**config.mk**
```make
export PLATFORM = sky130hd
export DESIGN_NAME = mvm_ctrl
export DESIGN_NICKNAME = d
export VERILOG_FILES = /design/src/rtl/mvm_pkg.sv /design/src/rtl/mvm_ctrl.sv
export SDC_FILE = /design/constraint.sdc
export NUM_CORES = 1
export LEC_CHECK = 0
export ABC_AREA = 0
export BUFFER_PORTS_ARGS = -buffer_cell sky130_fd_sc_hd__buf_4
export CAP_MARGIN = 20
export CORE_MARGIN = 2
export CORE_UTILIZATION = 30
export CTS_CLUSTER_SIZE = 16
export DETAILED_ROUTE_END_ITERATION = 6
export SLEW_MARGIN = 5
export SYNTH_ARGS = -nofsm -noshare
export SYNTH_HDL_FRONTEND = slang
export SYNTH_SLANG_ARGS = --single-unit
```
**constraint.sdc**
```tcl
create_clock -name clk -period 3 [get_ports clk]
set_input_delay 0.3 -clock clk [delete_from_list [all_inputs] [get_ports clk]]
set_output_delay 0.3 -clock clk [all_outputs]
set_load 0.05 [all_outputs]
```
**src/rtl/mvm_pkg.sv**
```systemverilog
// Shared types and constants for the matrix-vector multiply block.
`timescale 1ns / 1ps
`default_nettype none

package mvm_pkg;

  // Default sizing
  localparam int MAX_COLUMNS_DEF  = 256;
  localparam int ELEMENT_BITS_DEF = 16;

  // Fixed field widths
  localparam int ROW_W       = 16;
  localparam int COL_CNT_W   = 9;
  localparam int SUM_W       = 48;
  localparam int CFG_DATA_W  = 16;
  localparam int CFG_INDEX_W = 1;

  // Register indexes
  localparam logic [CFG_INDEX_W-1:0] REG_ROW_COUNT    = 1'd0;
  localparam logic [CFG_INDEX_W-1:0] REG_COLUMN_COUNT = 1'd1;

  // Controller phases
  typedef enum logic [0:0] {
    ST_VECTOR,
    ST_MATRIX
  } mvm_state_t;

  // Per-word command from controller to datapath
  typedef struct packed {
    logic             write_vec;
    logic             mac;
    logic             first;
    logic             last;
    logic             last_row;
    logic [ROW_W-1:0] row_index;
  } mvm_cmd_t;

endpackage

`default_nettype wire

```
**src/rtl/mvm_ctrl.sv**
```systemverilog
// Controller: configuration registers, phase state machine and position counters.
`timescale 1ns / 1ps
`default_nettype none

module mvm_ctrl #(
  parameter int MAX_COLUMNS = mvm_pkg::MAX_COLUMNS_DEF,
  localparam int COL_W = (MAX_COLUMNS > 1) ? $clog2(MAX_COLUMNS) : 1
) (
  input  wire                                 clk,
  input  wire                                 rst_n,
  input  wire                                 cfg_we,
  input  wire  [mvm_pkg::CFG_INDEX_W-1:0]     cfg_index,
  input  wire  [mvm_pkg::CFG_DATA_W-1:0]      cfg_wdata,
  input  wire                                 in_valid,
  input  wire                                 pipe_hold,
  output mvm_pkg::mvm_cmd_t                   cmd,
  output logic [COL_W-1:0]                    addr
);

  localparam int ROW_W = mvm_pkg::ROW_W;
  localparam int CNT_W = (COL_W + 1 > mvm_pkg::COL_CNT_W) ? COL_W + 1 : mvm_pkg::COL_CNT_W;

  mvm_pkg::mvm_state_t            state_r, state_nxt;
  logic [COL_W-1:0]               col_pos_r, col_pos_nxt;
  logic [ROW_W-1:0]               row_pos_r, row_pos_nxt;
  logic [ROW_W-1:0]               row_count_r;
  logic [mvm_pkg::COL_CNT_W-1:0]  column_count_r;

  logic             accept;
  logic [CNT_W-1:0] col_cnt_ext;
  logic [CNT_W-1:0] cols_eff;
  logic [ROW_W-1:0] rows_eff;
  logic             col_end;
  logic             row_last;

  // Configuration registers
  always_ff @(posedge clk) begin
    if (!rst_n) begin
      row_count_r    <= ROW_W'(1);
      column_count_r <= mvm_pkg::COL_CNT_W'(1);
    end else if (cfg_we) begin
      case (cfg_index)
        mvm_pkg::REG_ROW_COUNT:    row_count_r    <= cfg_wdata[ROW_W-1:0];
        mvm_pkg::REG_COLUMN_COUNT: column_count_r <= cfg_wdata[mvm_pkg::COL_CNT_W-1:0];
        default: ;
      endcase
    end
  end

  // Clamp counts to the usable range
  always_comb begin
    col_cnt_ext = CNT_W'(column_count_r);
    if (col_cnt_ext == '0) begin
      cols_eff = CNT_W'(1);
    end else if (col_cnt_ext > CNT_W'(MAX_COLUMNS)) begin
      cols_eff = CNT_W'(MAX_COLUMNS);
    end else begin
      cols_eff = col_cnt_ext;
    end
    rows_eff = (row_count_r == '0) ? ROW_W'(1) : row_count_r;
  end

  assign accept   = in_valid && !pipe_hold;
  assign col_end  = (CNT_W'(col_pos_r) + CNT_W'(1)) >= cols_eff;
  assign row_last = ({1'b0, row_pos_r} + 17'd1) >= {1'b0, rows_eff};
  assign addr     = col_pos_r;

  // Next state and position counters
  always_comb begin
    state_nxt   = state_r;
    col_pos_nxt = col_pos_r;
    row_pos_nxt = row_pos_r;
    if (accept) begin
      if (!col_end) begin
        col_pos_nxt = col_pos_r + COL_W'(1);
      end else begin
        col_pos_nxt = '0;
        case (state_r)
          mvm_pkg::ST_VECTOR: begin
            state_nxt   = mvm_pkg::ST_MATRIX;
            row_pos_nxt = '0;
          end
          mvm_pkg::ST_MATRIX: begin
            if (row_last) begin
              state_nxt   = mvm_pkg::ST_VECTOR;
              row_pos_nxt = '0;
            end else begin
              row_pos_nxt = row_pos_r + ROW_W'(1);
            end
          end
          default: state_nxt = mvm_pkg::ST_VECTOR;
        endcase
      end
    end
  end

  // Commands to the datapath
  always_comb begin
    cmd           = '0;
    cmd.row_index = row_pos_r;
    cmd.first     = (col_pos_r == '0);
    cmd.last      = col_end;
    cmd.last_row  = row_last;
    case (state_r)
      mvm_pkg::ST_VECTOR: cmd.write_vec = accept;
      mvm_pkg::ST_MATRIX: cmd.mac       = accept;
      default: ;
    endcase
  end

  always_ff @(posedge clk) begin
    if (!rst_n) begin
      state_r   <= mvm_pkg::ST_VECTOR;
      col_pos_r <= '0;
      row_pos_r <= '0;
    end else begin
      state_r   <= state_nxt;
      col_pos_r <= col_pos_nxt;
      row_pos_r <= row_pos_nxt;
    end
  end

  // A word is either stored or multiplied, never both
  a_cmd_exclusive: assert property (@(posedge clk) disable iff (!rst_n)
    !(cmd.write_vec && cmd.mac))
    else $error("vector write and multiply issued together");

  // Last vector word moves to the matrix phase
  a_vec_to_mat: assert property (@(posedge clk) disable iff (!rst_n)
    (accept && state_r == mvm_pkg::ST_VECTOR && col_end) |=> state_r == mvm_pkg::ST_MATRIX)
    else $error("vector phase did not end");

  // Last word of the last row returns to the vector phase with row reset
  a_pass_end: assert property (@(posedge clk) disable iff (!rst_n)
    (accept && state_r == mvm_pkg::ST_MATRIX && col_end && row_last)
      |=> (state_r == mvm_pkg::ST_VECTOR && row_pos_r == '0))
    else $error("pass did not return to vector phase");

endmodule

`default_nettype wire

```
==> results.md <==
- Maximum vdd drop: 154 uV
- WP buf/inv: 3
- Critical path depth: 11
- Detail Route Antenna Nets: 0
- Post-DR vias/cell: 4.99
- Final #Nets: 519
- Final Hold Fails: 0
- GR Util met3: 0.0161
- Cells after synthesis: 409
- Share of cells above drive strength 1: 0.281
- Crit path max-delay family: compound AO/OA/AOI/OAI gates
- Htree depth: 2
- CTS sink count: 50
- Hold_sp: cfg_wdata[0]
- Vias in the first global route: 2,880
- Post-synth cell types: 39
- Drt initial violations: 104
- Hpwl dp: 6180 um
- Residual DRC count: 0
- Clock period minus worst slack: 3.10 ns
- WL/cell: 13.8 um
- Synthesized area: 3080 um2
- Cell leakage power: 1.68 nW
- # IOs: 51
- Final RePlAce weighted congestion: 0.839
- Max FO, Critical Path: 4
- Port bufs: 50
- Min-Delay Path Depth: 3
- Status: finished with violations
- Max Cap Viol: 0
- GRT Overall Usage: 0.150
- Core Rows: 37
- Later-pin clock latency in the skew report: 0.31 ns
- Max Root-Sink Buffers: 2
- Final-report setup violation count: 1
- Initial antenna violation count: 0
- # placed instances: 588
- Final Util: 0.400
- Skew final: 0.0106 ns
- Slowest stage cell on the critical path: a2111oi_4
- Critical Path Start: row_pos_r[1]$_SDFFE_PN0P_
- Crit Path Class: flip-flop to output pin
- Hold_ws: 0.214 ns
- Hold crit path type: input pin to flip-flop
- Area growth, synth to finish: 31.5%
- RSZ-0062 raised after global routing: true
- Die width: 105 um
- Final Max Slew Viols: 0
- Grt ovf: 0
- GR met2 Demand/Resource: 0.249
- Cts bufs inserted: 5
- CTS tree: done
- Highest Clock Rate: 322 MHz
- Top post-synthesis cells by area: dfxtp_1, ha_1, nand2_1, a21oi_1, nand4_1
- Worst setup SP type: flip-flop
- Syn_area_per_cell: 7.54 um2
- Global route hottest layer: met2
- Worst Reg-to-Reg Cells: 12
- Clock Pin Slew Worst Setup and Hold Paths: 0.10 ns
- Ys Warns: 0
- Die height: 105 um
- Clock Root Buffer: clkbuf_8
- Reg2reg start: row_pos_r[1]$_SDFFE_PN0P_
- GR Util met1: 0.206
- Most common cell on crit path: ha_4
- Cell Chain, Critical Path: ha_4 > and4_4 > buf_6 > nand4_1 > xnor2_2 > ha_4 > a21oi_2 > o221ai_2 > a2111oi_4 > inv_2 > buf_8
- PnR worst setup slack: -0.102 ns
- ANT cells: 0
- Slew @ Worst Pin: 0.811 ns
- Pin count of the biggest net entering global routing: 47
- PD cells: 371 nW/um2
- First-pass GRT wire length: 13,800 um
- Max-slew headroom: 0.459
- Syn Nets: 459
- Cell taking the most area after synthesis: dfxtp_1
- Failing checks: negative setup slack
- Critical path required time: 2.70 ns
- Yosys reg bits: 50
- DR vias: 3,024
- Sequential area share after synthesis: 0.325
- Crit end category: output pin
- Die ar.: 11,100 um2
- Top cell type's share of synthesized area: 0.325
- Core area: 10,100 um2
- Initial Util: 0.304
- DRT Pass-1 Iters: 4
- Worst EP arrival: 2.80 ns
- Post-Route WL: 8350 um
- Fin crit share: 1.03
- Hold-fix buffers, CTS: 0
- Cell Count, Final, Fillers Out: 606
- Slowest Stage Delay on Critical Path: 0.42 ns
per-stage QoR:
| step | power [mW] | TNS (ns) | worst slack (ns) | instance area, um2 |
|---|---|---|---|---|
| 3_3_place_gp | 1.01 | 0 | 0.0685 | 3690 |
| 2_1_floorplan | 0.931 | -0.0317 | -0.0317 | 3150 |
| 3_5_place_dp | 1.01 | 0 | 0.0216 | 3690 |
| 5_1_grt | 1.58 | -0.208 | -0.201 | 4060 |
| 4_1_cts | 1.51 | -0.0721 | -0.0721 | 3930 |
| 6_report | 1.50 | -0.102 | -0.102 | 4060 |
final timing paths:
kind / end / slack, ns
min: col_cnt_ext[0]$_SDFFE_PN1P_ / 0.21
max: cmd[16] / -0.10
max reg2reg: row_pos_r[9]$_SDFFE_PN0P_ / 0.12
min reg2reg: col_cnt_ext[0]$_SDFFE_PN1P_ / 0.48
synthesized netlist by cell type:
cell and n:
xnor2_1 11, nor3_1 2, a21o_1 4, o211ai_1 3, inv_1 20, buf_1 1
xor2_1 8, o21ai_0 7, dfxtp_1 50, nand4b_1 4, and2_1 6, nor4_1 5
clkbuf_1 15, o21a_1 1, o32a_1 1, inv_2 1, a21oi_1 57, a21boi_0 1
and3_1 3, o221ai_2 1, and4_1 4, nand2_1 93, or4b_2 1, ha_1 28
buf_6 1, nand3_1 19, clkinv_1 1, a41o_1 1, or3_1 2, nor2_1 12
a211oi_1 4, buf_2 4, a2111oi_4 1, buf_4 2, clkbuf_2 1, nand4_1 19
nand2b_1 6, nor2b_1 4, a31oi_1 5
power breakdown:
group          switching [mW]  internal, mW  leakage (nW)
logic                   0.206         0.134          1.20
clock network           0.250         0.221        0.0573
registers              0.0184         0.674         0.418
total                   0.474          1.03          1.68
registers in the layout (all words and copies together) (netlist names):
signal	count
col_cnt_ext	9
addr	8
row_pos_r	16
row_count_r	16
state_r	1
area by class of cell:
class                           count  area, um2
Tap cell                          136        170
Clock buffer                        6       93.8
Inverter                           22       82.6
Clock inverter                      2       17.5
Sequential cell                    50       1050
Multi-Input combinational cell    313       2040
Timing Repair Buffer               77        606
Fill cell                        1013       6080
placed cells by master (no fill, tap or decap), types with 4 or more instances in the layout:
cell	Yosys	routed
xnor2_1	11	7
buf_4	2	73
dfxtp_2	0	5
nand3_1	19	17
ha_1	28	25
dfxtp_1	50	34
dfxtp_4	0	11
nand4_1	19	19
nand2b_1	6	6
inv_1	20	19
nor2_1	12	10
xnor2_2	0	4
o21ai_0	7	5
xor2_1	8	7
a211oi_1	4	4
nand4b_1	4	4
a21oi_2	0	4
clkbuf_8	0	5
nor4_1	5	5
nor2b_1	4	4
a31oi_1	5	5
a21oi_1	57	53
a21o_1	4	4
nand2_1	93	93
worst min-delay path, delay by kind of cell:
family                 cells  cell delay (ns)
buffers and inverters      1             0.09
AND/OR/NAND/NOR            2             0.10
cell families (layout without fill, tap and decap cells):
family	count (synthesis)	after routing	synth area share
and+or+nand+nor	180	180	0.279
xor gates and xnor gates	19	19	0.0540
adders and majority gates	28	28	0.114
DFF	50	50	0.325
AOI/OAI and AO/OA	86	86	0.166
buffers and inverters	46	107	0.0629
metal layers:
layer / vias up / wire [um]
met1: 1409 / 4010
met5: - / 0
met4: 0 / 119
met2: 65 / 3930
li1: 1538 / -
met3: 12 / 289
what timing repair did:
item | 4_1_cts | 5_1_grt
buffers inserted | 5 | 4
endpoints found under the setup margin | 16 | 19
resized for setup | 19 | 19
pin swaps | 13 | 11
endpoints found under the hold margin | 0 | 0
(Power assumes the default switching activity.)
